[src/hdl/sfsg_pkg.sv]
// Shared types, constants and the stroke glyph table of the stroke-font segment generator.
// No dependencies; every other file in hdl/ imports this package.
package sfsg_pkg;

  localparam int COORD_BITS_DEFAULT = 16;

  // Field widths of the item and segment channels
  localparam int CMD_W    = 2;
  localparam int POS_W    = 16;
  localparam int CHAR_W   = 8;
  localparam int KIND_W   = 3;
  localparam int LEN_W    = 7;
  localparam int COLOR_W  = 8;

  // Register port
  localparam int PADDR_W  = 5;
  localparam int PDATA_W  = 32;
  localparam logic [COLOR_W-1:0] GLYPH_SIZE_RESET = 8'd16;
  localparam logic [COLOR_W-1:0] COLOR_RESET      = 8'hFF;

  typedef enum logic [2:0] {
    REG_GLYPH_SIZE   = 3'd0,
    REG_TOP_RED      = 3'd1,
    REG_TOP_GREEN    = 3'd2,
    REG_TOP_BLUE     = 3'd3,
    REG_BOTTOM_RED   = 3'd4,
    REG_BOTTOM_GREEN = 3'd5,
    REG_BOTTOM_BLUE  = 3'd6
  } reg_index_t;

  typedef enum logic [CMD_W-1:0] {
    CMD_START  = 2'd0,
    CMD_CHAR   = 2'd1,
    CMD_FINISH = 2'd2,
    CMD_NONE   = 2'd3
  } cmd_t;

  // Segment kinds
  localparam logic [KIND_W-1:0] KIND_HORZ    = 3'd0;
  localparam logic [KIND_W-1:0] KIND_VERT    = 3'd1;
  localparam logic [KIND_W-1:0] KIND_DIAG_DL = 3'd2;
  localparam logic [KIND_W-1:0] KIND_DIAG_DR = 3'd3;
  localparam logic [KIND_W-1:0] KIND_WIDTH   = 3'd4;

  // Character codes
  localparam logic [CHAR_W-1:0] CH_NEWLINE    = 8'h0A;
  localparam logic [CHAR_W-1:0] CH_SPACE      = 8'h20;
  localparam logic [CHAR_W-1:0] CH_DASH       = 8'h2D;
  localparam logic [CHAR_W-1:0] CH_DIGIT_0    = 8'h30;
  localparam logic [CHAR_W-1:0] CH_DIGIT_9    = 8'h39;
  localparam logic [CHAR_W-1:0] CH_QUESTION   = 8'h3F;
  localparam logic [CHAR_W-1:0] CH_UPPER_A    = 8'h41;
  localparam logic [CHAR_W-1:0] CH_UPPER_Z    = 8'h5A;
  localparam logic [CHAR_W-1:0] CH_UNDERSCORE = 8'h5F;
  localparam logic [CHAR_W-1:0] CH_LOWER_A    = 8'h61;
  localparam logic [CHAR_W-1:0] CH_LOWER_Z    = 8'h7A;
  localparam logic [CHAR_W-1:0] CASE_OFFSET   = 8'h20;

  // Glyph table
  localparam int GLYPH_COUNT  = 39;
  localparam int GLYPH_IDX_W  = 6;
  localparam int BOX_COUNT    = 4;
  localparam int BOX_IDX_W    = 2;
  localparam int STROKE_COUNT = 6;
  localparam int STK_IDX_W    = 3;

  localparam logic [GLYPH_IDX_W-1:0] GLYPH_DIGIT_BASE = 6'd26;
  localparam logic [GLYPH_IDX_W-1:0] GLYPH_DASH       = 6'd36;
  localparam logic [GLYPH_IDX_W-1:0] GLYPH_UNDERSCORE = 6'd37;
  localparam logic [GLYPH_IDX_W-1:0] GLYPH_QUESTION   = 6'd38;

  // Stroke bit positions within a box, in emission order
  localparam logic [STK_IDX_W-1:0] STK_TOP = 3'd0;
  localparam logic [STK_IDX_W-1:0] STK_BOT = 3'd1;
  localparam logic [STK_IDX_W-1:0] STK_LFT = 3'd2;
  localparam logic [STK_IDX_W-1:0] STK_RGT = 3'd3;
  localparam logic [STK_IDX_W-1:0] STK_DDL = 3'd4;
  localparam logic [STK_IDX_W-1:0] STK_DDR = 3'd5;

  typedef logic [STROKE_COUNT-1:0] box_mask_t;
  // [3] top-left, [2] top-right, [1] bottom-right, [0] bottom-left:
  // ascending bit order of the flat vector is the emission order.
  typedef logic [BOX_COUNT-1:0][STROKE_COUNT-1:0] glyph_row_t;

  localparam box_mask_t SK_NONE = 6'h00;
  localparam box_mask_t SK_TOP  = 6'h01;
  localparam box_mask_t SK_BOT  = 6'h02;
  localparam box_mask_t SK_LFT  = 6'h04;
  localparam box_mask_t SK_RGT  = 6'h08;
  localparam box_mask_t SK_DDL  = 6'h10;
  localparam box_mask_t SK_DDR  = 6'h20;

  // Rows: A-Z, 0-9, '-', '_', '?'; columns top-left, top-right, bottom-right, bottom-left
  localparam glyph_row_t GLYPH_ROM [GLYPH_COUNT] = '{
    '{SK_TOP|SK_BOT|SK_LFT, SK_TOP|SK_BOT|SK_RGT, SK_RGT, SK_LFT},
    '{SK_TOP|SK_LFT|SK_BOT, SK_TOP|SK_DDL, SK_BOT|SK_DDR, SK_BOT|SK_LFT},
    '{SK_LFT|SK_TOP, SK_TOP, SK_BOT, SK_LFT|SK_BOT},
    '{SK_TOP|SK_LFT, SK_TOP|SK_RGT, SK_DDL, SK_BOT|SK_LFT},
    '{SK_TOP|SK_LFT, SK_TOP|SK_DDL, SK_BOT, SK_BOT|SK_LFT},
    '{SK_TOP|SK_LFT|SK_BOT, SK_TOP, SK_NONE, SK_LFT},
    '{SK_DDL, SK_TOP, SK_TOP|SK_BOT|SK_RGT, SK_BOT|SK_LFT},
    '{SK_LFT|SK_BOT, SK_RGT|SK_BOT, SK_RGT, SK_LFT},
    '{SK_RGT, SK_NONE, SK_NONE, SK_RGT},
    '{SK_NONE, SK_RGT, SK_BOT|SK_RGT, SK_BOT|SK_LFT},
    '{SK_LFT|SK_BOT, SK_DDL, SK_DDR, SK_LFT},
    '{SK_LFT, SK_NONE, SK_BOT, SK_BOT|SK_LFT},
    '{SK_LFT|SK_DDR, SK_DDL|SK_RGT, SK_RGT, SK_LFT},
    '{SK_LFT|SK_DDR, SK_RGT, SK_RGT|SK_DDR, SK_LFT},
    '{SK_LFT|SK_TOP, SK_TOP|SK_RGT, SK_RGT|SK_BOT, SK_LFT|SK_BOT},
    '{SK_LFT|SK_TOP|SK_BOT, SK_TOP|SK_BOT|SK_RGT, SK_NONE, SK_LFT},
    '{SK_LFT|SK_TOP, SK_TOP|SK_RGT, SK_DDR|SK_RGT|SK_BOT, SK_LFT|SK_BOT},
    '{SK_LFT|SK_TOP|SK_BOT, SK_TOP|SK_BOT|SK_RGT, SK_DDR, SK_LFT},
    '{SK_LFT|SK_TOP|SK_BOT, SK_TOP|SK_BOT, SK_RGT|SK_BOT, SK_BOT},
    '{SK_TOP|SK_RGT, SK_TOP, SK_LFT, SK_NONE},
    '{SK_LFT, SK_RGT, SK_RGT|SK_BOT, SK_BOT|SK_LFT},
    '{SK_LFT, SK_RGT, SK_DDL, SK_BOT|SK_LFT},
    '{SK_LFT, SK_RGT, SK_RGT|SK_DDR, SK_LFT|SK_DDL},
    '{SK_DDR, SK_DDL, SK_DDR, SK_DDL},
    '{SK_DDR, SK_DDL, SK_NONE, SK_RGT},
    '{SK_TOP, SK_TOP|SK_DDL, SK_BOT, SK_BOT|SK_DDL},
    '{SK_LFT|SK_TOP, SK_TOP|SK_RGT, SK_RGT|SK_BOT, SK_LFT|SK_BOT},
    '{SK_RGT, SK_NONE, SK_NONE, SK_RGT},
    '{SK_TOP|SK_BOT, SK_TOP|SK_BOT|SK_RGT, SK_BOT, SK_BOT|SK_LFT},
    '{SK_TOP|SK_BOT, SK_TOP|SK_BOT|SK_RGT, SK_BOT|SK_RGT, SK_BOT},
    '{SK_LFT|SK_BOT, SK_BOT|SK_RGT, SK_RGT, SK_NONE},
    '{SK_LFT|SK_TOP|SK_BOT, SK_TOP|SK_BOT, SK_RGT|SK_BOT, SK_BOT},
    '{SK_TOP|SK_BOT|SK_LFT, SK_TOP|SK_BOT, SK_RGT|SK_BOT, SK_LFT|SK_BOT},
    '{SK_TOP, SK_TOP|SK_RGT, SK_RGT, SK_NONE},
    '{SK_TOP|SK_BOT|SK_LFT, SK_TOP|SK_BOT|SK_RGT, SK_RGT|SK_BOT, SK_LFT|SK_BOT},
    '{SK_TOP|SK_BOT|SK_LFT, SK_TOP|SK_BOT|SK_RGT, SK_RGT|SK_BOT, SK_BOT},
    '{SK_BOT, SK_BOT, SK_NONE, SK_NONE},
    '{SK_NONE, SK_NONE, SK_BOT, SK_BOT},
    '{SK_DDL, SK_DDR|SK_BOT, SK_LFT, SK_NONE}
  };

  typedef struct packed {
    logic                   found;
    logic [GLYPH_IDX_W-1:0] index;
  } glyph_hit_t;

  // Case-folded glyph lookup
  function automatic glyph_hit_t glyph_lookup(input logic [CHAR_W-1:0] code);
    logic [CHAR_W-1:0] c;
    glyph_hit_t        hit;
    c   = code;
    hit = '{found: 1'b0, index: '0};
    if (c >= CH_LOWER_A && c <= CH_LOWER_Z) c = c - CASE_OFFSET;
    if (c >= CH_UPPER_A && c <= CH_UPPER_Z) begin
      hit.found = 1'b1;
      hit.index = GLYPH_IDX_W'(c - CH_UPPER_A);
    end else if (c >= CH_DIGIT_0 && c <= CH_DIGIT_9) begin
      hit.found = 1'b1;
      hit.index = GLYPH_IDX_W'(c - CH_DIGIT_0) + GLYPH_DIGIT_BASE;
    end else if (c == CH_DASH) begin
      hit.found = 1'b1;
      hit.index = GLYPH_DASH;
    end else if (c == CH_UNDERSCORE) begin
      hit.found = 1'b1;
      hit.index = GLYPH_UNDERSCORE;
    end else if (c == CH_QUESTION) begin
      hit.found = 1'b1;
      hit.index = GLYPH_QUESTION;
    end
    return hit;
  endfunction

  // Item class, settled at transfer time
  typedef enum logic [2:0] {
    IK_START   = 3'd0,
    IK_GLYPH   = 3'd1,
    IK_SPACE   = 3'd2,
    IK_NEWLINE = 3'd3,
    IK_GAP     = 3'd4,
    IK_FINISH  = 3'd5,
    IK_NOP     = 3'd6
  } item_kind_t;

  // Microprogram
  localparam int STEP_COUNT = 8;

  typedef enum logic [2:0] {
    ST_WAIT     = 3'd0,
    ST_DECODE   = 3'd1,
    ST_START    = 3'd2,
    ST_EMIT     = 3'd3,
    ST_ADV_CELL = 3'd4,
    ST_ADV_GAP  = 3'd5,
    ST_NEWLINE  = 3'd6,
    ST_FINISH   = 3'd7
  } step_t;

  typedef enum logic [2:0] {
    OP_LATCH   = 3'd0,
    OP_START   = 3'd1,
    OP_EMIT    = 3'd2,
    OP_CELL    = 3'd3,
    OP_GAP     = 3'd4,
    OP_NEWLINE = 3'd5,
    OP_REPORT  = 3'd6,
    OP_NONE    = 3'd7
  } dp_op_t;

  typedef enum logic [2:0] {
    JC_ALWAYS    = 3'd0,
    JC_ACCEPT    = 3'd1,
    JC_DISPATCH  = 3'd2,
    JC_LAST_SENT = 3'd3,
    JC_OUT_FREE  = 3'd4
  } jump_t;

  typedef struct packed {
    logic   in_ready;
    dp_op_t op;
    jump_t  jump;
    step_t  target;
  } ucode_word_t;

  typedef struct packed {
    logic       accept;
    logic       out_free;
    logic       last_stroke;
    item_kind_t kind;
  } seq_status_t;

endpackage

[src/hdl/sfsg_ifs.sv]
// Valid/ready channel interfaces: character items in, line segments out.
// Depends on sfsg_pkg for field widths.
interface sfsg_item_if
  import sfsg_pkg::*;
();
  logic                    valid;
  logic                    ready;
  logic [CMD_W-1:0]        cmd;
  logic signed [POS_W-1:0] start_x;
  logic signed [POS_W-1:0] start_y;
  logic [CHAR_W-1:0]       char_code;

  modport source (output valid, cmd, start_x, start_y, char_code, input ready);
  modport sink   (input valid, cmd, start_x, start_y, char_code, output ready);
endinterface

interface sfsg_seg_if
  import sfsg_pkg::*;
();
  logic                    valid;
  logic                    ready;
  logic [KIND_W-1:0]       seg_kind;
  logic signed [POS_W-1:0] seg_x;
  logic signed [POS_W-1:0] seg_y;
  logic [LEN_W-1:0]        seg_len;
  logic [COLOR_W-1:0]      red;
  logic [COLOR_W-1:0]      green;
  logic [COLOR_W-1:0]      blue;
  logic                    last;

  modport source (output valid, seg_kind, seg_x, seg_y, seg_len, red, green, blue, last,
                  input ready);
  modport sink   (input valid, seg_kind, seg_x, seg_y, seg_len, red, green, blue, last,
                  output ready);
endinterface

[src/hdl/stroke_font_segment_generator.sv]
// Stroke-font segment generator top level: register port, cursor datapath, output register.
// Depends on sfsg_pkg, sfsg_ifs (sfsg_item_if, sfsg_seg_if) and sfsg_seq.
//
//  channel  dir  handshake          payload
//  -------  ---  -----------------  ---------------------------------------------
//  item     in   valid/ready        cmd, start_x, start_y, char_code
//  seg      out  valid/ready        seg_kind, seg_x, seg_y, seg_len, rgb, last
//  apb      in   psel/penable/pwr   paddr (reg i at 4*i), pwdata, prdata; pready=1
//
// Each item passes the wait and decode steps, then its action steps: start, cell or gap
// advance, newline or finish, none for command three; a glyph with n strokes (2..10) sends
// one stroke per cycle in the emit step, then advances the cell; stalls hold emit and finish.
// The finished segment sits in the output register while the sequencer returns
// to its wait step, so the next item transfer can overlap a stalled result.
// Reset (rst, synchronous) loads glyph_size 16, all colors 255, zeroes the cursor.
module stroke_font_segment_generator
  import sfsg_pkg::*;
#(
  parameter int COORD_BITS = COORD_BITS_DEFAULT
) (
  input  logic               clk,
  input  logic               rst,
  input  logic               psel,
  input  logic               penable,
  input  logic               pwrite,
  input  logic [PADDR_W-1:0] paddr,
  input  logic [PDATA_W-1:0] pwdata,
  output logic [PDATA_W-1:0] prdata,
  output logic               pready,
  sfsg_item_if.sink          item,
  sfsg_seg_if.source         seg
);

  // ---------------- configuration registers ----------------
  logic [COLOR_W-1:0] glyph_size;
  logic [COLOR_W-1:0] top_red, top_green, top_blue;
  logic [COLOR_W-1:0] bottom_red, bottom_green, bottom_blue;
  reg_index_t         cfg_sel;
  logic               cfg_write;

  assign pready    = 1'b1;
  assign cfg_sel   = reg_index_t'(paddr[PADDR_W-1:2]);
  assign cfg_write = psel && penable && pwrite && pready;

  always_ff @(posedge clk) begin
    if (rst) begin
      glyph_size   <= GLYPH_SIZE_RESET;
      top_red      <= COLOR_RESET;
      top_green    <= COLOR_RESET;
      top_blue     <= COLOR_RESET;
      bottom_red   <= COLOR_RESET;
      bottom_green <= COLOR_RESET;
      bottom_blue  <= COLOR_RESET;
    end else if (cfg_write) begin
      unique case (cfg_sel)
        REG_GLYPH_SIZE:   glyph_size   <= pwdata[COLOR_W-1:0];
        REG_TOP_RED:      top_red      <= pwdata[COLOR_W-1:0];
        REG_TOP_GREEN:    top_green    <= pwdata[COLOR_W-1:0];
        REG_TOP_BLUE:     top_blue     <= pwdata[COLOR_W-1:0];
        REG_BOTTOM_RED:   bottom_red   <= pwdata[COLOR_W-1:0];
        REG_BOTTOM_GREEN: bottom_green <= pwdata[COLOR_W-1:0];
        REG_BOTTOM_BLUE:  bottom_blue  <= pwdata[COLOR_W-1:0];
        default: ;  // address past the register list: dropped
      endcase
    end
  end

  always_comb begin
    unique case (cfg_sel)
      REG_GLYPH_SIZE:   prdata = PDATA_W'(glyph_size);
      REG_TOP_RED:      prdata = PDATA_W'(top_red);
      REG_TOP_GREEN:    prdata = PDATA_W'(top_green);
      REG_TOP_BLUE:     prdata = PDATA_W'(top_blue);
      REG_BOTTOM_RED:   prdata = PDATA_W'(bottom_red);
      REG_BOTTOM_GREEN: prdata = PDATA_W'(bottom_green);
      REG_BOTTOM_BLUE:  prdata = PDATA_W'(bottom_blue);
      default:          prdata = '0;
    endcase
  end

  // Derived lengths: h = S/2 stroke length, g = S/4 gap
  logic [LEN_W-1:0]   half;
  logic [LEN_W-2:0]   gap;
  logic [COLOR_W:0]   cell_step;  // S + g
  logic [COLOR_W:0]   line_step;  // S + h

  assign half      = glyph_size[COLOR_W-1:1];
  assign gap       = glyph_size[COLOR_W-1:2];
  assign cell_step = (COLOR_W + 1)'(glyph_size) + (COLOR_W + 1)'(gap);
  assign line_step = (COLOR_W + 1)'(glyph_size) + (COLOR_W + 1)'(half);

  // ---------------- sequencer ----------------
  ucode_word_t cw;
  seq_status_t status;
  logic        accept;
  logic        out_free;
  logic        out_load;

  sfsg_seq u_seq (
    .clk    (clk),
    .rst    (rst),
    .status (status),
    .cw     (cw)
  );

  assign item.ready = cw.in_ready;
  assign accept     = item.valid && item.ready;
  assign out_free   = !seg.valid || seg.ready;
  assign out_load   = out_free && (cw.op == OP_EMIT || cw.op == OP_REPORT);

  // ---------------- item classification ----------------
  glyph_hit_t hit;
  item_kind_t in_kind;

  always_comb begin
    hit = glyph_lookup(item.char_code);
    unique case (cmd_t'(item.cmd))
      CMD_START:  in_kind = IK_START;
      CMD_CHAR: begin
        if (item.char_code == CH_SPACE)        in_kind = IK_SPACE;
        else if (item.char_code == CH_NEWLINE) in_kind = IK_NEWLINE;
        else if (hit.found)                    in_kind = IK_GLYPH;
        else                                   in_kind = IK_GAP;
      end
      CMD_FINISH: in_kind = IK_FINISH;
      default:    in_kind = IK_NOP;
    endcase
  end

  // ---------------- cursor datapath ----------------
  logic [COORD_BITS-1:0]   cursor_x;
  logic [COORD_BITS-1:0]   cursor_y;
  logic [COORD_BITS-1:0]   origin_x;
  item_kind_t              job;       // class of the item in progress
  glyph_row_t              strokes;   // strokes still to send, lowest bit first
  logic signed [POS_W-1:0] start_x;
  logic signed [POS_W-1:0] start_y;

  assign status = '{accept: accept, out_free: out_free,
                    last_stroke: (strokes_left == '0), kind: job};

  // Stroke pick: first non-empty box, then lowest stroke bit in it
  glyph_row_t            strokes_left;
  logic                  box_hit;
  logic [BOX_IDX_W-1:0]  box_sel;
  box_mask_t             box_bits;
  logic [STK_IDX_W-1:0]  stroke_sel;
  logic                  upper;
  logic                  right;
  logic                  x_more;
  logic                  y_more;
  logic [1:0]            x_steps;
  logic [1:0]            y_steps;
  logic [KIND_W-1:0]     emit_kind;
  logic [COORD_BITS-1:0] emit_x;
  logic [COORD_BITS-1:0] emit_y;
  logic [COORD_BITS-1:0] report_x;

  // 0, h or 2h
  function automatic logic [LEN_W:0] step_offset(input logic [1:0] n,
                                                 input logic [LEN_W-1:0] h);
    logic [LEN_W:0] off;
    case (n)
      2'd1:    off = {1'b0, h};
      2'd2:    off = {h, 1'b0};
      default: off = '0;
    endcase
    return off;
  endfunction

  always_comb begin
    strokes_left = strokes & (strokes - 1'b1);

    box_hit = 1'b0;
    box_sel = '0;
    for (int b = 0; b < BOX_COUNT; b++) begin
      if (!box_hit && strokes[b] != '0) begin
        box_hit = 1'b1;
        box_sel = BOX_IDX_W'(b);
      end
    end
    box_bits = strokes[box_sel];

    stroke_sel = '0;
    for (int k = STROKE_COUNT - 1; k >= 0; k--) begin
      if (box_bits[k]) stroke_sel = STK_IDX_W'(k);
    end

    // box [3] top-left, [2] top-right, [1] bottom-right, [0] bottom-left
    upper = box_sel[1];
    right = box_sel[1] ^ box_sel[0];

    x_more = 1'b0;
    y_more = 1'b0;
    case (stroke_sel)
      STK_TOP: emit_kind = KIND_HORZ;
      STK_BOT: begin
        emit_kind = KIND_HORZ;
        y_more    = 1'b1;
      end
      STK_LFT: emit_kind = KIND_VERT;
      STK_RGT: begin
        emit_kind = KIND_VERT;
        x_more    = 1'b1;
      end
      STK_DDL: begin
        emit_kind = KIND_DIAG_DL;
        x_more    = 1'b1;
      end
      STK_DDR: emit_kind = KIND_DIAG_DR;
      default: emit_kind = KIND_HORZ;
    endcase

    x_steps  = {1'b0, right} + {1'b0, x_more};
    y_steps  = {1'b0, !upper} + {1'b0, y_more};
    emit_x   = cursor_x + COORD_BITS'(step_offset(x_steps, half));
    emit_y   = cursor_y + COORD_BITS'(step_offset(y_steps, half));
    report_x = cursor_x - origin_x;
  end

  always_ff @(posedge clk) begin
    if (rst) begin
      cursor_x <= '0;
      cursor_y <= '0;
      origin_x <= '0;
      job      <= IK_NOP;
      strokes  <= '0;
    end else begin
      unique case (cw.op)
        OP_LATCH: begin
          if (accept) begin
            job     <= in_kind;
            strokes <= GLYPH_ROM[hit.index];
          end
        end
        OP_START: begin
          // sign-extend or wrap the 16-bit start point to the coordinate width
          cursor_x <= COORD_BITS'(start_x);
          origin_x <= COORD_BITS'(start_x);
          cursor_y <= COORD_BITS'(start_y);
        end
        OP_EMIT: begin
          if (out_free) strokes <= strokes_left;
        end
        OP_CELL:    cursor_x <= cursor_x + COORD_BITS'(cell_step);
        OP_GAP:     cursor_x <= cursor_x + COORD_BITS'(gap);
        OP_NEWLINE: begin
          cursor_x <= origin_x;
          cursor_y <= cursor_y + COORD_BITS'(line_step);
        end
        default: ;  // report and decode leave the cursor alone
      endcase
    end
  end

  always_ff @(posedge clk) begin
    if (accept) begin
      start_x <= item.start_x;
      start_y <= item.start_y;
    end
  end

  // ---------------- output register ----------------
  always_ff @(posedge clk) begin
    if (rst) begin
      seg.valid <= 1'b0;
    end else if (out_load) begin
      seg.valid <= 1'b1;
    end else if (seg.ready) begin
      seg.valid <= 1'b0;
    end
  end

  always_ff @(posedge clk) begin
    if (out_load) begin
      if (cw.op == OP_REPORT) begin
        seg.seg_kind <= KIND_WIDTH;
        seg.seg_x    <= POS_W'(report_x);
        seg.seg_y    <= '0;
        seg.seg_len  <= '0;
        seg.red      <= '0;
        seg.green    <= '0;
        seg.blue     <= '0;
        seg.last     <= 1'b1;
      end else begin
        seg.seg_kind <= emit_kind;
        seg.seg_x    <= POS_W'(emit_x);
        seg.seg_y    <= POS_W'(emit_y);
        seg.seg_len  <= half;
        seg.red      <= upper ? top_red   : bottom_red;
        seg.green    <= upper ? top_green : bottom_green;
        seg.blue     <= upper ? top_blue  : bottom_blue;
        seg.last     <= (strokes_left == '0);
      end
    end
  end

  a_emit_has_stroke: assert property (@(posedge clk) disable iff (rst)
    (cw.op == OP_EMIT) |-> (strokes != '0))
    else $error("emit step with no stroke left");

  a_final_stroke_last: assert property (@(posedge clk) disable iff (rst)
    (cw.op == OP_EMIT && out_load && strokes_left == '0) |=> (seg.valid && seg.last))
    else $error("final stroke of a glyph not marked last");

  a_start_origin: assert property (@(posedge clk) disable iff (rst)
    (cw.op == OP_START) |=> (cursor_x == origin_x))
    else $error("start did not align cursor and line origin");

endmodule

[src/hdl/sfsg_seq.sv]
// Microcode sequencer: step counter, control-word ROM and jump logic.
// Depends on sfsg_pkg.
module sfsg_seq
  import sfsg_pkg::*;
(
  input  logic        clk,
  input  logic        rst,
  input  seq_status_t status,
  output ucode_word_t cw
);

  // One control word per step, indexed by step code
  localparam ucode_word_t UCODE [STEP_COUNT] = '{
    '{in_ready: 1'b1, op: OP_LATCH,   jump: JC_ACCEPT,    target: ST_DECODE},   // wait
    '{in_ready: 1'b0, op: OP_NONE,    jump: JC_DISPATCH,  target: ST_WAIT},     // decode
    '{in_ready: 1'b0, op: OP_START,   jump: JC_ALWAYS,    target: ST_WAIT},     // start
    '{in_ready: 1'b0, op: OP_EMIT,    jump: JC_LAST_SENT, target: ST_ADV_CELL}, // emit
    '{in_ready: 1'b0, op: OP_CELL,    jump: JC_ALWAYS,    target: ST_WAIT},     // adv cell
    '{in_ready: 1'b0, op: OP_GAP,     jump: JC_ALWAYS,    target: ST_WAIT},     // adv gap
    '{in_ready: 1'b0, op: OP_NEWLINE, jump: JC_ALWAYS,    target: ST_WAIT},     // newline
    '{in_ready: 1'b0, op: OP_REPORT,  jump: JC_OUT_FREE,  target: ST_WAIT}      // finish
  };

  step_t step;
  step_t step_next;
  step_t dispatch;

  assign cw = UCODE[step];

  always_ff @(posedge clk) begin
    if (rst) begin
      step <= ST_WAIT;
    end else begin
      step <= step_next;
    end
  end

  always_comb begin
    unique case (status.kind)
      IK_START:   dispatch = ST_START;
      IK_GLYPH:   dispatch = ST_EMIT;
      IK_SPACE:   dispatch = ST_ADV_CELL;
      IK_NEWLINE: dispatch = ST_NEWLINE;
      IK_GAP:     dispatch = ST_ADV_GAP;
      IK_FINISH:  dispatch = ST_FINISH;
      default:    dispatch = ST_WAIT;
    endcase

    unique case (cw.jump)
      JC_ALWAYS:    step_next = cw.target;
      JC_ACCEPT:    step_next = status.accept ? cw.target : step;
      JC_DISPATCH:  step_next = dispatch;
      JC_LAST_SENT: step_next = (status.out_free && status.last_stroke) ? cw.target : step;
      JC_OUT_FREE:  step_next = status.out_free ? cw.target : step;
      default:      step_next = ST_WAIT;
    endcase
  end

  a_accept_decodes: assert property (@(posedge clk) disable iff (rst)
    status.accept |=> step == ST_DECODE)
    else $error("item transfer did not lead to decode");

  a_emit_holds: assert property (@(posedge clk) disable iff (rst)
    (step == ST_EMIT && !status.out_free) |=> step == ST_EMIT)
    else $error("emit step left while output register busy");

  a_glyph_emits: assert property (@(posedge clk) disable iff (rst)
    (step == ST_DECODE && status.kind == IK_GLYPH) |=> step == ST_EMIT)
    else $error("glyph item not dispatched to emit");

endmodule

[src/flat_wrapper.sv]
// flat-port wrapper written by rule: the top's interface ports become plain ports
module stroke_font_segment_generator_flat import sfsg_pkg::*;
#(
  parameter int COORD_BITS = COORD_BITS_DEFAULT
)
  (clk, rst, psel, penable, pwrite, paddr, pwdata, prdata, pready, item_valid, item_cmd, item_start_x, item_start_y, item_char_code, item_ready, seg_valid, seg_seg_kind, seg_seg_x, seg_seg_y, seg_seg_len, seg_red, seg_green, seg_blue, seg_last, seg_ready);
  sfsg_item_if item_i ();
  sfsg_seg_if seg_i ();
  input  logic clk;
  input  logic rst;
  input  logic psel;
  input  logic penable;
  input  logic pwrite;
  input  logic [PADDR_W-1:0] paddr;
  input  logic [PDATA_W-1:0] pwdata;
  output logic [PDATA_W-1:0] prdata;
  output logic pready;
  input wire logic [$bits(item_i.valid)-1:0] item_valid;
  input wire logic [$bits(item_i.cmd)-1:0] item_cmd;
  input wire logic [$bits(item_i.start_x)-1:0] item_start_x;
  input wire logic [$bits(item_i.start_y)-1:0] item_start_y;
  input wire logic [$bits(item_i.char_code)-1:0] item_char_code;
  output wire logic [$bits(item_i.ready)-1:0] item_ready;
  output wire logic [$bits(seg_i.valid)-1:0] seg_valid;
  output wire logic [$bits(seg_i.seg_kind)-1:0] seg_seg_kind;
  output wire logic [$bits(seg_i.seg_x)-1:0] seg_seg_x;
  output wire logic [$bits(seg_i.seg_y)-1:0] seg_seg_y;
  output wire logic [$bits(seg_i.seg_len)-1:0] seg_seg_len;
  output wire logic [$bits(seg_i.red)-1:0] seg_red;
  output wire logic [$bits(seg_i.green)-1:0] seg_green;
  output wire logic [$bits(seg_i.blue)-1:0] seg_blue;
  output wire logic [$bits(seg_i.last)-1:0] seg_last;
  input wire logic [$bits(seg_i.ready)-1:0] seg_ready;
  assign item_i.valid = item_valid;
  assign item_i.cmd = item_cmd;
  assign item_i.start_x = item_start_x;
  assign item_i.start_y = item_start_y;
  assign item_i.char_code = item_char_code;
  assign item_ready = item_i.ready;
  assign seg_valid = seg_i.valid;
  assign seg_seg_kind = seg_i.seg_kind;
  assign seg_seg_x = seg_i.seg_x;
  assign seg_seg_y = seg_i.seg_y;
  assign seg_seg_len = seg_i.seg_len;
  assign seg_red = seg_i.red;
  assign seg_green = seg_i.green;
  assign seg_blue = seg_i.blue;
  assign seg_last = seg_i.last;
  assign seg_i.ready = seg_ready;
  stroke_font_segment_generator #(.COORD_BITS(COORD_BITS)) u_core (.clk(clk), .rst(rst), .psel(psel), .penable(penable), .pwrite(pwrite), .paddr(paddr), .pwdata(pwdata), .prdata(prdata), .pready(pready), .item(item_i), .seg(seg_i));
endmodule
[config.mk]
export PLATFORM = sky130hd
export DESIGN_NAME = stroke_font_segment_generator_flat
export DESIGN_NICKNAME = d
export VERILOG_FILES = /design/src/hdl/sfsg_pkg.sv /design/src/hdl/sfsg_ifs.sv /design/src/hdl/stroke_font_segment_generator.sv /design/src/hdl/sfsg_seq.sv /design/src/flat_wrapper.sv
export SDC_FILE = /design/constraint.sdc
export NUM_CORES = 1
export LEC_CHECK = 0
export ABC_CLOCK_PERIOD_IN_PS = 7200
export BUFFER_PORTS_ARGS = -buffer_cell sky130_fd_sc_hd__buf_2
export CORE_ASPECT_RATIO = 1.2
export CORE_MARGIN = 8
export CORE_UTILIZATION = 50
export CTS_CLUSTER_SIZE = 20
export DETAILED_ROUTE_END_ITERATION = 16
export GPL_ROUTABILITY_DRIVEN = 0
export PLACE_DENSITY = 0.7
export SLEW_MARGIN = 20
export SYNTH_ARGS = -nofsm -noshare
export SYNTH_HDL_FRONTEND = slang
export SYNTH_SLANG_ARGS = --single-unit
[constraint.sdc]
create_clock -name clk -period 7.2 [get_ports clk]
set_clock_uncertainty 0.2 [all_clocks]
set_input_delay 0.36 -clock clk [delete_from_list [all_inputs] [get_ports clk]]
set_output_delay 0.36 -clock clk [all_outputs]
set_load 0.05 [all_outputs]
# After elaboration in Yosys (flattened, before gate mapping)
# Memory sizes are Yosys's and may differ from the RTL's.
# Cells that the tools add are included.
dict set report word_totals {
  register_bits 234
  latch_bits 0
  mem_bits_rw 0
  mem_bits_ro 1616
  in_bits 86
  out_inout_bits 102
  wordCells 193
  memories 2
}
# memory depth width read_ports rd_clocked_by_memory_dff write_ports line
set memory_table {}
lappend memory_table {{(name not given)} 64 24 1 0 0 stroke_font_segment_generator.sv:233} ;# strokes <= GLYPH_ROM[hit.index];
lappend memory_table {{(name not given)} 8 10 1 0 0 sfsg_seq.sv:28} ;# assign cw = UCODE[step];
dict set report op_classes {
  addsub 15
  multipliers 0
  div 0
  order_cmp 9
  n_eq_ne 42
  shift 0
  mux 50
  n_bitwise 4
  n_reduce_logical 44
}
# operator n
set op_table {}
lappend op_table {{$mux W24} 4}
lappend op_table {{$pmux W16 S4} 1}
lappend op_table {{$pmux W8 S7} 1}
lappend op_table {{$pmux W24 S2} 1}
lappend op_table {{$mux W3} 12}
lappend op_table {{$mux W7} 5}
lappend op_table {{$eq A3 B3 Y1 const B} 11}
lappend op_table {{$add A16 B8 Y16} 2}
lappend op_table {{$add A16 B9 Y16} 2}
lappend op_table {{$mux W8} 4}
lappend op_table {{$pmux W16 S2} 1}
lappend op_table {{$pmux W8 S2} 2}
lappend op_table {{$eq A3 B2 Y1 const B} 10}
lappend op_table {{$and A24 B24 Y24} 1}
lappend op_table {{$eq A8 B6 Y1 const B} 3}
lappend op_table {{$logic_not A24 Y1} 1}
lappend op_table {{$reduce_bool A6 Y1} 4}
lappend op_table {{$sub A24 B1 Y24 const B} 1}
lappend op_table {{$mux W10} 2}
lappend op_table {{$pmux W3 S6} 1}
lappend op_table {{$add A16 B6 Y16} 1}
lappend op_table {{$ge A8 B7 Y1 const B} 2}
lappend op_table {{$le A8 B7 Y1 const B} 2}
lappend op_table {{$mux W16} 1}
lappend op_table {{40 further kinds} 89}

# Longest topological paths before layout
# Gate-level depths: netlist (run 1).
dict set report logic_depth {
  word_depth 27
  ltp_mapped 29
  mapped_depth_nobuf 27
}

# Modules after synthesis
# From an unflattened synthesis (run 1), not the netlist that was laid out.
dict set report unflattened {
  cells_unflattened 1719
  area_unflattened_um2 14963.1
}
# mod n_inst cells_per_inst area_each_um2 seq_area_each_um2
set by_module_without_submodules {}
lappend by_module_without_submodules {stroke_font_segment_generator 1 1674 14609.0 5595.4}
lappend by_module_without_submodules {sfsg_seq 1 45 354.1 60.1}

# Worst setup path before layout (run 1)
# No wires, ideal clock.
dict set report synth_path {
  path_type {register to register}
  start {register u_core.strokes[18] (netlist name)}
  end {register u_core.seg.seg_x[15], data pin}
  setup_ps 135
  arrival_ps 5328
  required_ps 6865
  setup_slack_ps 1536
  path_stages_with_launch 29
  n_path_buf 1
  synth_period_minus_slack_ps 5664
  cell_sequence {dfxtp_1 -> or2_2 -> or3_1 -> nor2_1 -> nor2_1 -> o21a_1 -> buf_2 -> mux2_2 -> a221o_1 -> nor2_1 -> nor3_1 -> ha_1 -> a22oi_1 -> nor2_1 -> inv_1 -> ha_1 -> o21ai_0 -> nor3_1 -> mux2_2 -> o22ai_1 -> nand2_1 -> o21ai_0 -> ha_1 -> nand3_1 -> a211oi_1 -> nor3_1 -> nor3_1 -> or3_1 -> nand3_1}
}
dict set report synth_between {
  elab_chain_cells 19
  word_cells_on_any_way 22
  classes_between {add/sub: 2; eq/ne: 4; mux: 12; bitwise: 1; reduce/logical: 3}
}
# item line
set synth_lines {}
lappend synth_lines {{start: declaration} stroke_font_segment_generator.sv:135} ;# glyph_row_t strokes;
lappend synth_lines {{start signal: assignment} stroke_font_segment_generator.sv:233}
lappend synth_lines {{start signal: assignment} stroke_font_segment_generator.sv:243} ;# if (out_free) strokes <= strokes_left;
lappend synth_lines {{$reduce_bool A6 Y1} stroke_font_segment_generator.sv:177} ;# if (!box_hit && strokes[b] != '0) begin
lappend synth_lines {{$logic_and A1 B1 Y1} stroke_font_segment_generator.sv:177}
lappend synth_lines {{$mux W2} stroke_font_segment_generator.sv:177}
lappend synth_lines {{$bmux W6 S2} stroke_font_segment_generator.sv:182} ;# box_bits = strokes[box_sel];
lappend synth_lines {{$mux W6 (implied by the code)} stroke_font_segment_generator.sv:182}
lappend synth_lines {{$mux W3 (6 in series)} stroke_font_segment_generator.sv:186} ;# if (box_bits[k]) stroke_sel = STK_IDX_W'(k);
lappend synth_lines {{$eq A3 B2 Y1 / $eq A3 B3 Y1 (equally long branches)} stroke_font_segment_generator.sv:195} ;# case (stroke_sel)
lappend synth_lines {{$reduce_or A2 Y1 (no source line)} -}
lappend synth_lines {{$mux W1} stroke_font_segment_generator.sv:195}
lappend synth_lines {{$add A1 B1 Y2 *} stroke_font_segment_generator.sv:214} ;# x_steps = {1'b0, right} + {1'b0, x_more};
lappend synth_lines {{$eq A2 B2 Y1 / $eq A2 B1 Y1 (equally long branches)} stroke_font_segment_generator.sv:163} ;# case (n)
lappend synth_lines {{$pmux W8 S2 *} stroke_font_segment_generator.sv:163}
lappend synth_lines {{$add A16 B8 Y16 *} stroke_font_segment_generator.sv:216} ;# emit_x = cursor_x + COORD_BITS'(step_offset(x_steps, half));
lappend synth_lines {{$mux W16 *} stroke_font_segment_generator.sv:276} ;# if (cw.op == OP_REPORT) begin
lappend synth_lines {{end signal: assignment} stroke_font_segment_generator.sv:278} ;# seg.seg_x <= POS_W'(report_x);
lappend synth_lines {{end signal: assignment} stroke_font_segment_generator.sv:287} ;# seg.seg_x <= POS_W'(emit_x);
lappend synth_lines {{end: declaration} sfsg_ifs.sv:31} ;# modport source (output valid, seg_kind, seg_x, seg_y, seg_len, red, green, blue, last,
# Every way passes the cells marked *; elsewhere a longest branch is shown, timed or not. The select of a mux whose other input is x is not followed.
# A chain may end at the register's enable or synchronous reset.

# Worst setup path after layout (run 1)
dict set report layout_path {
  start {register u_core.strokes[1] (netlist name)}
  end {register u_core.seg.seg_x[15], data pin}
}
dict set report layout_between {
  elab_chain_cells 27
  word_cells_on_any_way 32
  classes_between {add/sub: 2; eq/ne: 4; mux: 17; bitwise: 1; reduce/logical: 8}
}
# item line
set layout_lines {}
lappend layout_lines {{$reduce_bool A6 Y1} stroke_font_segment_generator.sv:177}
lappend layout_lines {{$mux W1} stroke_font_segment_generator.sv:177}
lappend layout_lines {{$logic_not A1 Y1} stroke_font_segment_generator.sv:177}
lappend layout_lines {{$logic_and A1 B1 Y1} stroke_font_segment_generator.sv:177}
lappend layout_lines {{$mux W1} stroke_font_segment_generator.sv:177}
lappend layout_lines {{$logic_not A1 Y1} stroke_font_segment_generator.sv:177}
lappend layout_lines {{$logic_and A1 B1 Y1} stroke_font_segment_generator.sv:177}
lappend layout_lines {{$mux W1} stroke_font_segment_generator.sv:177}
lappend layout_lines {{(+11 left out)} -}
lappend layout_lines {{$eq A3 B2 Y1 / $eq A3 B3 Y1 (equally long branches)} stroke_font_segment_generator.sv:195}
lappend layout_lines {{$reduce_or A2 Y1 (no source line)} -}
lappend layout_lines {{$mux W1} stroke_font_segment_generator.sv:195}
lappend layout_lines {{$add A1 B1 Y2 *} stroke_font_segment_generator.sv:214}
lappend layout_lines {{$eq A2 B2 Y1 / $eq A2 B1 Y1 (equally long branches)} stroke_font_segment_generator.sv:163}
lappend layout_lines {{$pmux W8 S2 *} stroke_font_segment_generator.sv:163}
lappend layout_lines {{$add A16 B8 Y16 *} stroke_font_segment_generator.sv:216}
lappend layout_lines {{$mux W16 *} stroke_font_segment_generator.sv:276}
# Marks and branches as above.

==> results.md, run 1 <==
- Status: complete, no violations
- Layout cell share with drive strength beyond 1: 13.81%
- RSZ-0062 raised after global routing: false
- R2R Path End: u_core.seg.seg_x[15]
- PD cells: 438.0 nW/µm²
- Path type of the worst setup path: register to register
- Final HPWL DP: 28620 µm
- Simple-gate share of the synthesized area: 18.09%
- Maxcap violations: 0
- First-pass GRT wire length: 66990 µm
- Fmax: 148.5 MHz
- Longest Clk Path Bufs: 3
- Nets: 1988
- Crit end category: register
- Root Buffer: clkbuf_16
- Slowest-stage cell, CP: nor3_1
- Multiplexer share of the synthesized area: 6.250%
- Die Area: 35410 µm²
- Die Wd: 173.1 µm
- Synthesized area: 14810 µm²
- Iteration count of the initial detailed-routing pass: 5
- Maximum vdd drop: 0.3688 mV
- TritonCTS clock tree: done
- CP Max Fanout: 8
- Final antenna-violating net count: 0
- Vias in the first global route: 12.88k
- Largest net degree at the start of global routing: 80
- CP Cell Sequence: nor4_4 > nor2b_1 > o21a_1 > mux2_2 > a221o_1 > nor2_1 > nor3_1 > ha_1 > a22oi_1 > nor2_1 > inv_1 > ha_1 > mux2i_1 > ha_1 > nor2b_1 > o21ai_0 > a21boi_0 > o21ai_0 > a211oi_1 > nor3_1 > nor3_1 > or3_1 > nand3_1
- Worst Path Required: 7.41 ns
- Post-synthesis instance total: 1664
- Hold Startpoint: item_valid
- Startpoint types: register
- Sw frac: 45.65%
- Area grow syn2layout: 14.96%
- Flop pwr share: 27.5%
- Most area-consuming cells after synthesis: edfxtp_1 20%, dfxtp_1 18%, ha_1 6.6%
- Leak: 0.006796 µW
- Area of the core: 29350 µm²
- Iteration-0 DRC Markers: 1239
- Post-Place Setup Slack: 0.5830 ns
- Vias: 13.18k
- Hold depth: 3
- Relative slew margins: 24.94%
- Postcts setup bufs: 0
- Initial cell density of the core: 50.47%
- Ant diodes: 0
- Gr usage total: 22.60%
- Final worst slack: 0.4666 ns
- Final TNS setup: 0 ns
- Syn avg cell area: 8.903 µm²
- Total CTS buffers: 25
- Share of the synthesized area in the top cell type: 20.07%
- GRT overflow: 0
- Final hold vios: 0
- Initial antenna violation count: 0
- Clock share of power: 18.0%
- Final count of negative-setup-slack endpoints: 0
- Sequential fraction of the synthesis area: 38.18%
- Via-to-Cell Ratio: 5.951
- Post-synthesis adder-cell area fraction: 9.223%
- Rows: 69
- Hold buffers post-CTS: 43
- Routed length per instance: 18.55 µm
- Top cell type by total area after synthesis: edfxtp_1
- Async SR Flop Fraction: 0%
- Combinational share of power: 54.5%
- Compound-cell area share of the yosys netlist: 20.38%
- Delay-heaviest family, CP: simple AND/OR/NAND/NOR gates
- Clock Latency Late Sink: 0.54 ns
- Worst hold path type: primary input to register
- Htree depth: 1
- Post-route insts no fill: 2215
- Leading register cell type out of synthesis: dfxtp_1
- Hold_ws: 0.05455 ns
- Clock sink total: 233
- Yosys warns: 0
- Yosys reg bits: 233
- Most common library cells after synthesis: 225 x nand2_1, 134 x dfxtp_1, 130 x nor2_1
- Worst Tran Pin Value: 1.122 ns
- R2R setup slack: 0.47 ns
- Final wirelength: 41090 µm
- Number of port buffers: 136
- Main combinational cell family by area after synthesis: compound AO/OA/AOI/OAI gates
- Drt drc: 0
- Top Ports: 188
- Top-count cell post-synth: nand2_1
- Post-synth EDFFs: 99
- Worst R2R Path Depth: 23
- Reg2reg start: u_core.strokes[1]
- Slew Limit Fails: 0
- CP peak stage delay: 0.48 ns
- Inst Count DP: 2126
- Net Switching: 3405 µW
- Int Pwr: 4054 µW
- Die H: 204.6 µm
- Synth cell types: 90
- WHS Endpoint: u_core.u_seq.step[0]
- Post-CTS sizing: 0
- Crit path buffers/inverters: 1
- Final Cycle Share: 93.52%
- Worst EP arrival: 6.94 ns
- Xor/xnor share of the synthesized area: 2.483%
- Fin crit period: 6.733 ns
- Clock-pin slew on the worst setup and hold paths: 0.06 ns
-- registers in the layout, summed over array words and instances, names as in the netlist, 7 cells and up --
name / flops
u_core.seg.red: 8
u_core.strokes: 23
u_core.start_x: 16
u_core.seg.seg_len: 7
u_core.origin_x: 16
u_core.bottom_red: 8
u_core.cursor_x: 16
u_core.bottom_green: 8
u_core.cursor_y: 16
u_core.top_blue: 8
u_core.start_y: 16
u_core.seg.seg_x: 16
u_core.seg.seg_y: 16
u_core.bottom_blue: 8
u_core.seg.green: 8
u_core.top_red: 8
u_core.seg.blue: 8
u_core.glyph_size: 8
u_core.top_green: 8
-- layer usage --
layer / share of wire [%] / global-route usage (%) / wire length [µm] / vias to the layer above
met3: 6.2 / 3.503 / 2564 / 107
met1: 42 / 27.76 / 17320 / 6246
met2: 48 / 38.96 / 19560 / 512
met4: 4.0 / 9.898 / 1648 / 0
li1: - / - / - / 6317
met5: 0 / 0 / 0 / -
-- per-stage QoR --
stage                     utilization (%)  area [µm²]  power (µW)
after floorplan                         -       14900        5161
after global placement              53.59       15730        6039
after detailed placement            53.59       15730        6094
after CTS                           58.01       17030        7483
after global routing                58.02       17030        7985
final                               58.02       17030        7459
-- area by class of cell --
type | instances | area [µm²]
clock buffers | 34 | 742.0
clock inverters | 12 | 125.1
fillers | 2638 | 12320
inverters | 67 | 251.5
multi-input cells | 1275 | 8469
flip-flops and latches | 233 | 5655
well taps | 390 | 488.0
repair buffers | 204 | 1299
-- worst max path at each step --
| stage | start | depth (start not counted) | to | slack [ns] |
|---|---|---|---|---|
| after global routing | u_core.strokes[1] | 23 | u_core.seg.seg_x[13] | 0.03 |
| after detailed placement | u_core.strokes[1] | 25 | u_core.seg.seg_x[15] | 0.58 |
| final | u_core.strokes[1] | 23 | u_core.seg.seg_x[15] | 0.47 |
| after CTS | u_core.strokes[1] | 23 | u_core.seg.seg_x[15] | 0.54 |
| after global placement | u_core.strokes[1] | 23 | u_core.seg.seg_x[15] | 0.75 |
| after floorplan | u_core.strokes[18] | 28 | u_core.seg.seg_x[15] | 1.54 |
-- worst reg2reg max path: cells and delay by family, from the launching register on --
family / cells / cell delay, ns
compound gates: 7 / 1.82
fa+ha+maj: 3 / 1.02
buf+inv: 1 / 0.07
flops: 1 / 0.39
mux: 2 / 0.65
simple gates: 10 / 2.46
-- placed cells by master (no fill, tap or decap), drive strengths merged, types with 25 or more instances in the layout --
cell,instances
a21oi,125
nand3,35
mux2i,70
nor3,58
ha,78
a22oi,25
buf,161
edfxtp,99
inv,69
conb,25
dfxtp,134
nor2,131
o21ai,95
xnor2,32
clkbuf,34
nand2,225
dlygate4sd3,43
-- power groups by stage --
stage	sequential, µW	clock, µW	combinational (µW)
global placement	2070	0	3970
global route	2080	1420	4480
CTS	2050	1360	4070
finish	2050	1340	4070
floorplan	2560	0	2600
detailed placement	2080	0	4020
-- kinds of logic (layout without fill, tap and decap cells) --
| family | after synthesis | in the layout |
|---|---|---|
| buffers and inverters | 179 | 317 |
| XOR/XNOR | 42 | 42 |
| adder cells (fa/ha/maj) | 99 | 99 |
| AO/OA/AOI/OAI | 449 | 449 |
| AND/OR/NAND/NOR | 575 | 575 |
| flip-flops | 233 | 233 |
| multiplexers | 85 | 85 |
| other | 2 | 25 |
Power figures use the tool's default switching activity.
==> inputs of run 2 (changes only) <==
--- a/config.mk
+++ b/config.mk
@@ -8,7 +8,7 @@
 export ABC_CLOCK_PERIOD_IN_PS = 7200
 export BUFFER_PORTS_ARGS = -buffer_cell sky130_fd_sc_hd__buf_2
 export CORE_ASPECT_RATIO = 1.2
-export CORE_MARGIN = 8
+export CORE_MARGIN = 3
 export CORE_UTILIZATION = 50
 export CTS_CLUSTER_SIZE = 20
 export DETAILED_ROUTE_END_ITERATION = 16
==> results.md, run 2 (synthesized netlist as in run 1, its figures left out) <==
- Crit end category: register
- Reg2reg start: u_core.strokes[1]
- Commonest non-fill, non-tap cell in the layout: nand2_1
- RSZ-0062 raised after global routing: false
- Net Switching: 3382 µW (-0.66%)
- Max reg flops: 23 (unchanged)
- Die Area: 31740 µm² (-10%)
- Area of the core: 29010 µm² (-1.2%)
- Final antenna-violating net count: 0 (unchanged)
- CP Max Fanout: 8 (unchanged)
- Slew Limit Fails: 0 (unchanged)
- Post-Place Setup Slack: 0.6503 ns (+0.06735 ns)
- Gr usage total: 24.47% (+1.9 points)
- Maximum vdd drop: 0.3576 mV (-3.0%)
- Initial cell density of the core: 51.06% (+0.59 points)
- CP startpoint: u_core.strokes[1]
- Htree depth: 1 (unchanged)
- Flop pwr share: 27.8% (+0.3 points)
- Layout cell share with drive strength beyond 1: 13.27% (-0.54 points)
- Die H: 194.6 µm (-4.9%)
- Combinational share of power: 54.9% (+0.4 points)
- Area grow syn2layout: 14.44%
- Fmax: 148.3 MHz (-0.12%)
- Initial antenna violation count: 1 (+1)
- Clock share of power: 17.3% (-0.7 points)
- Largest net degree at the start of global routing: 80 (unchanged)
- Drt drc: 0 (unchanged)
- Sw frac: 45.84% (+0.19 points)
- GRT overflow: 0 (unchanged)
- Clock-pin slew on the worst setup and hold paths: 0.06 ns (about the same)
- Postcts setup bufs: 0 (unchanged)
- Nets: 1987 (-0.050%)
- Worst EP arrival: 6.93 ns (about the same)
- Startpoint types: register
- Via-to-Cell Ratio: 5.933 (-0.31%)
- Iteration count of the initial detailed-routing pass: 6 (+1)
- Clock Latency Late Sink: 0.54 ns (about the same)
- Status: complete, no violations
- First-pass GRT wire length: 64440 µm (-3.8%)
- Number of port buffers: 136 (unchanged)
- Final TNS setup: 0 ns (unchanged)
- Total CTS buffers: 25 (unchanged)
- Worst Tran Pin Value: 1.163 ns (+0.04131 ns)
- Maxcap violations: 0 (unchanged)
- Final wirelength: 39940 µm (-2.8%)
- Iteration-0 DRC Markers: 1212 (-2.2%)
- Fin crit period: 6.742 ns (+0.008311 ns)
- Final Cycle Share: 93.64% (+0.12 points)
- Worst Path Required: 7.38 ns (-0.03 ns)
- Vias: 13.11k (-0.58%)
- Relative slew margins: 22.18% (-2.8 points)
- Final worst slack: 0.4583 ns (-0.008311 ns)
- Final count of negative-setup-slack endpoints: 0 (unchanged)
- Rows: 68 (-1.4%)
- Ant diodes: 0 (unchanged)
- Hold Startpoint: seg_ready
- Int Pwr: 3997 µW (-1.4%)
- Vias in the first global route: 12.59k (-2.3%)
- Most frequent cells in the layout: 225 x nand2_1, 136 x buf_2, 134 x dfxtp_1
- Longest Clk Path Bufs: 3 (unchanged)
- Path type of the worst setup path: register to register
- Root Buffer: clkbuf_16
- Worst hold path type: primary input to register
- Clock sink total: 233 (unchanged)
- Post-route insts no fill: 2209 (-0.27%)
- Register bank with the most flops: u_core.strokes
- Final hold vios: 0 (unchanged)
- PD cells: 435.2 nW/µm² (-0.63%)
- Routed length per instance: 18.08 µm (-2.5%)
- Post-CTS sizing: 0 (unchanged)
- Top Ports: 188 (unchanged)
- Die Wd: 163.1 µm (-5.8%)
- Final HPWL DP: 27670 µm (-3.3%)
- TritonCTS clock tree: done
- Leak: 0.006748 µW (-0.70%)
- Final Util: 58.44% (+0.42 points)
- Inst Count DP: 2119 (-0.33%)
[run 2: cell count changes in the layout (fill, tap and decap cells not counted), sizes merged]
cell / previous run / this run
buf: 161 / 159
clkbuf: 34 / 36
clkinv: 7 / 5
dlygate4sd3: 43 / 44
[run 2: power by group through the flow]
stage	sequential, µW	combinational [µW]	clock [µW]
4_1_cts	2050	4050	1300
3_3_place_gp	2080	3940	0
5_1_grt	2090	4470	1360
6_report	2050	4050	1280
2_1_floorplan	2560	2600	0
3_5_place_dp	2080	4000	0
[run 2: layer usage]
layer	part of all wire [%]	global-route usage (%)
met4	3.9	9.903
met3	6.6	3.816
met5	0.040	0
met1	43	32.14
met2	47	40.31
[run 2: cell type report]
type	count	area (µm²)
clock inverters	10	117.6
repair buffers	203	1294
flip-flops and latches	233	5655
fillers	2564	12060
inverters	67	251.5
well taps	385	481.7
multi-input cells	1275	8467
clock buffers	36	686.9
[run 2: repair_timing]
action | 4_1_cts | 5_1_grt
endpoints found under the setup margin | 0 | 0
hold endpoints to repair | 87 | 0
hold buffers | 44 | 0
[run 2: final timing paths]
kind	endpoint	slack, ns	cells after the start
min reg2reg	u_core.origin_x[10]	0.27	2
max reg2reg	u_core.seg.seg_x[15]	0.46	25
max	u_core.seg.seg_x[15]	0.46	25
min	u_core.seg.valid	0.008	3
[run 2: worst max-delay path, stage by stage, from the launching register on]
cell and delay (ns):
dfxtp_1 0.40, nor4_4 0.44, nor2b_1 0.35, o21a_1 0.43
mux2_2 0.39, a221o_1 0.35, nor2_1 0.16, nor3_1 0.09
ha_1 0.40, a22oi_1 0.21, nor2_1 0.09, inv_1 0.09
ha_1 0.19, o21ai_0 0.13, nor3_1 0.31, mux2_2 0.38
o22ai_1 0.13, nand2_1 0.12, o21ai_0 0.12, ha_1 0.30
nand3_1 0.11, a211oi_1 0.07, nor3_1 0.45, nor3_1 0.18
or3_1 0.39, nand3_1 0.09
[run 2: stage by stage]
| step | hold WS, ns | instance area (µm²) | total power [µW] |
|---|---|---|---|
| floorplan | 0.2448 | 14900 | 5161 |
| global placement | 0.2537 | 15710 | 6020 |
| detailed placement | 0.2589 | 15710 | 6081 |
| CTS | 0.01162 | 16950 | 7405 |
| global route | 0.01780 | 16950 | 7912 |
| finish | 0.008140 | 16950 | 7379 |
==> inputs of run 3 (changes only) <==
--- a/config.mk
+++ b/config.mk
@@ -9,11 +9,11 @@
 export BUFFER_PORTS_ARGS = -buffer_cell sky130_fd_sc_hd__buf_2
 export CORE_ASPECT_RATIO = 1.2
 export CORE_MARGIN = 3
-export CORE_UTILIZATION = 50
+export CORE_UTILIZATION = 59
 export CTS_CLUSTER_SIZE = 20
 export DETAILED_ROUTE_END_ITERATION = 16
 export GPL_ROUTABILITY_DRIVEN = 0
-export PLACE_DENSITY = 0.7
+export PLACE_DENSITY = 0.81
 export SLEW_MARGIN = 20
 export SYNTH_ARGS = -nofsm -noshare
 export SYNTH_HDL_FRONTEND = slang
==> results.md, run 3 (synthesized netlist as in run 1, its figures left out) <==
- RSZ-0062 raised after global routing: false
- Area of the core: 24280 µm² (-16%)
- Htree depth: 1 (unchanged)
- Path type of the worst setup path: register to register
- Die H: 179.6 µm (-7.7%)
- Max reg flops: 23 (unchanged)
- Postcts setup bufs: 0 (unchanged)
- CP Max Fanout: 8 (unchanged)
- Relative slew margins: 25.44% (+3.3 points)
- DR WL met3: 3144 µm (+20%)
- Worst Tran Pin Value: 1.114 ns (-0.04873 ns)
- Slew Limit Fails: 0 (unchanged)
- Commonest non-fill, non-tap cell in the layout: nand2_1
- Vias in the first global route: 12.81k (+1.7%)
- Area grow syn2layout: 13.93%
- Rows: 62 (-8.8%)
- Combinational share of power: 54.9% (about the same)
- Ant diodes: 0 (unchanged)
- Initial cell density of the core: 61.01% (+10 points)
- Leak: 0.006760 µW (+0.17%)
- Highest metal layer with signal wires: met4
- Post-Place Setup Slack: 0.6353 ns (-0.01505 ns)
- Post-route insts no fill: 2142 (-3.0%)
- Final wirelength: 40450 µm (+1.3%)
- Maxcap violations: 0 (unchanged)
- Number of port buffers: 136 (unchanged)
- Clock-pin slew on the worst setup and hold paths: 0.06 ns (about the same)
- Most frequent cells in the layout: 225 x nand2_1, 136 x buf_2, 134 x dfxtp_1
- Int Pwr: 4038 µW (+1.0%)
- Startpoint types: register
- Fin crit period: 6.602 ns (-0.1396 ns)
- Clock Latency Late Sink: 0.54 ns (about the same)
- Vias: 13.48k (+2.8%)
- Register bank with the most flops: u_core.strokes
- Wire length on met1: 15900 µm (-6.4%)
- Inst Count DP: 2055 (-3.0%)
- Largest net degree at the start of global routing: 81 (+1.3%)
- Iteration-0 DRC Markers: 1332 (+9.9%)
- Clock sink total: 233 (unchanged)
- Worst R2R Path Depth: 23 (-8.0%)
- R2R setup slack: 0.60 ns (+0.14 ns)
- Final worst slack: 0.5979 ns (+0.1396 ns)
- Drt drc: 0 (unchanged)
- Hold depth: 3 (unchanged)
- Maximum vdd drop: 0.4334 mV (+21%)
- Status: complete, no violations
- Gr usage total: 28.79% (+4.3 points)
- Hold_ws: 0.03751 ns (+0.02937 ns)
- Flop pwr share: 27.5% (-0.3 points)
- Die Wd: 150.7 µm (-7.7%)
- Final count of negative-setup-slack endpoints: 0 (unchanged)
- Nets: 1985 (-0.10%)
- Final HPWL DP: 26820 µm (-3.1%)
- Final antenna-violating net count: 0 (unchanged)
- Met2 WL: 19800 µm (+5.6%)
- Reg2reg start: u_core.strokes[1]
- Via-to-Cell Ratio: 6.291 (+6.0%)
- Initial antenna violation count: 0 (-1)
- PD cells: 443.9 nW/µm² (+2.0%)
- Top Ports: 188 (unchanged)
- Root Buffer: clkbuf_16
- Total CTS buffers: 25 (unchanged)
- Final TNS setup: 0 ns (unchanged)
- Final Cycle Share: 91.70% (-1.9 points)
- Routed length per instance: 18.88 µm (+4.4%)
- First-pass GRT wire length: 64650 µm (+0.32%)
- R2R Path End: u_core.seg.seg_x[15]
- Iteration count of the initial detailed-routing pass: 6 (unchanged)
- CP startpoint: u_core.strokes[1]
- Crit end category: register
- Clock share of power: 17.6% (+0.3 points)
- TritonCTS clock tree: done
- Worst hold path type: primary input to register
- Longest Clk Path Bufs: 3 (unchanged)
- Die Area: 27050 µm² (-15%)
- GRT overflow: 0 (unchanged)
- Sw frac: 46.09% (+0.26 points)
- Layout cell share with drive strength beyond 1: 13.34% (+0.069 points)
- Area occupied by multi-input gates: 8466 µm² (about the same)
- Final hold vios: 0 (unchanged)
- Fmax: 151.5 MHz (+2.1%)
- Worst Path Required: 7.39 ns (about the same)
- Register area: 5655 µm² (unchanged)
- Worst EP arrival: 6.79 ns (-0.14 ns)
- FILL cells: 1837 (-28%)
- Net Switching: 3453 µW (+2.1%)
- End point of the critical path: u_core.seg.seg_x[15]
==> run 3: cell count changes in the layout (fill, tap and decap cells not counted), moves of 2 or more <==
cell,previous run,this run
clkinv_4,2,0
clkinv_2,1,3
clkinv_1,2,7
dlygate4sd3_1,44,41
inv_2,2,0
clkbuf_1,9,4
==> run 3: worst min path at each step <==
stage / slack, ns / endpoint / from
final: 0.04 / u_core.top_blue[3] / pwdata[3]
after global routing: 0.04 / u_core.bottom_red[3] / pwdata[3]
after CTS: 0.02 / u_core.bottom_green[3] / pwdata[3]
after detailed placement: 0.26 / u_core.origin_x[4] / u_core.origin_x[4]
after global placement: 0.25 / u_core.origin_x[9] / u_core.origin_x[9]
after floorplan: 0.24 / u_core.origin_x[4] / u_core.origin_x[4]
==> run 3: cell type report <==
cell class              count  share of cell area (%)
clock buffers              32                   4.040
clock inverters            14                  0.8970
repair buffers            201                   7.532
well taps                 320                   2.372
inverters                  67                   1.490
flip-flops and latches    233                   33.51
multi-input cells        1275                   50.16
==> run 3: timing repair <==
item	CTS	global route
resized for setup	0	1
setup endpoints to repair	0	1
hold buffers	41	0
hold endpoints to repair	81	0
==> run 3: critical path: stages, from the launching register on <==
cell and delay, ns:
dfxtp_1 0.39, nor4_4 0.43, nor2b_1 0.35, o21a_2 0.34, mux2_2 0.37, a221o_1 0.35
nor2_1 0.12, nor3_1 0.08, ha_1 0.41, a22oi_1 0.12, nor2_1 0.20, inv_1 0.07
ha_1 0.32, mux2i_1 0.27, ha_1 0.29, nor2b_1 0.13, o21ai_0 0.21, a21boi_0 0.15
o21ai_0 0.38, a211oi_1 0.18, nor3_1 0.42, nor3_1 0.17, or3_1 0.41, nand3_1 0.09
==> run 3: power by group through the flow <==
| stage | Combinational [µW] | Sequential (µW) | Clock, µW |
|---|---|---|---|
| CTS | 4060 | 2050 | 1330 |
| global placement | 3910 | 2070 | 0 |
| finish | 4110 | 2060 | 1320 |
| floorplan | 2600 | 2560 | 0 |
| global route | 4500 | 2090 | 1380 |
| detailed placement | 3990 | 2080 | 0 |
==> run 3: routing by layer <==
layer / up-vias / GRT usage, %
met2: 699 / 48.82
met4: 0 / 12.01
met1: 6341 / 36.76
met3: 126 / 3.955
met5: - / 0
li1: 6310 / -
==> run 3: per-stage QoR <==
step                      util [%]  area (µm²)  total power (µW)
after floorplan                  -       14900              5161
after global placement       64.38       15630              5979
after detailed placement     64.38       15630              6066
after CTS                    69.50       16880              7434
after global routing         69.51       16880              7971
final                        69.51       16880              7492
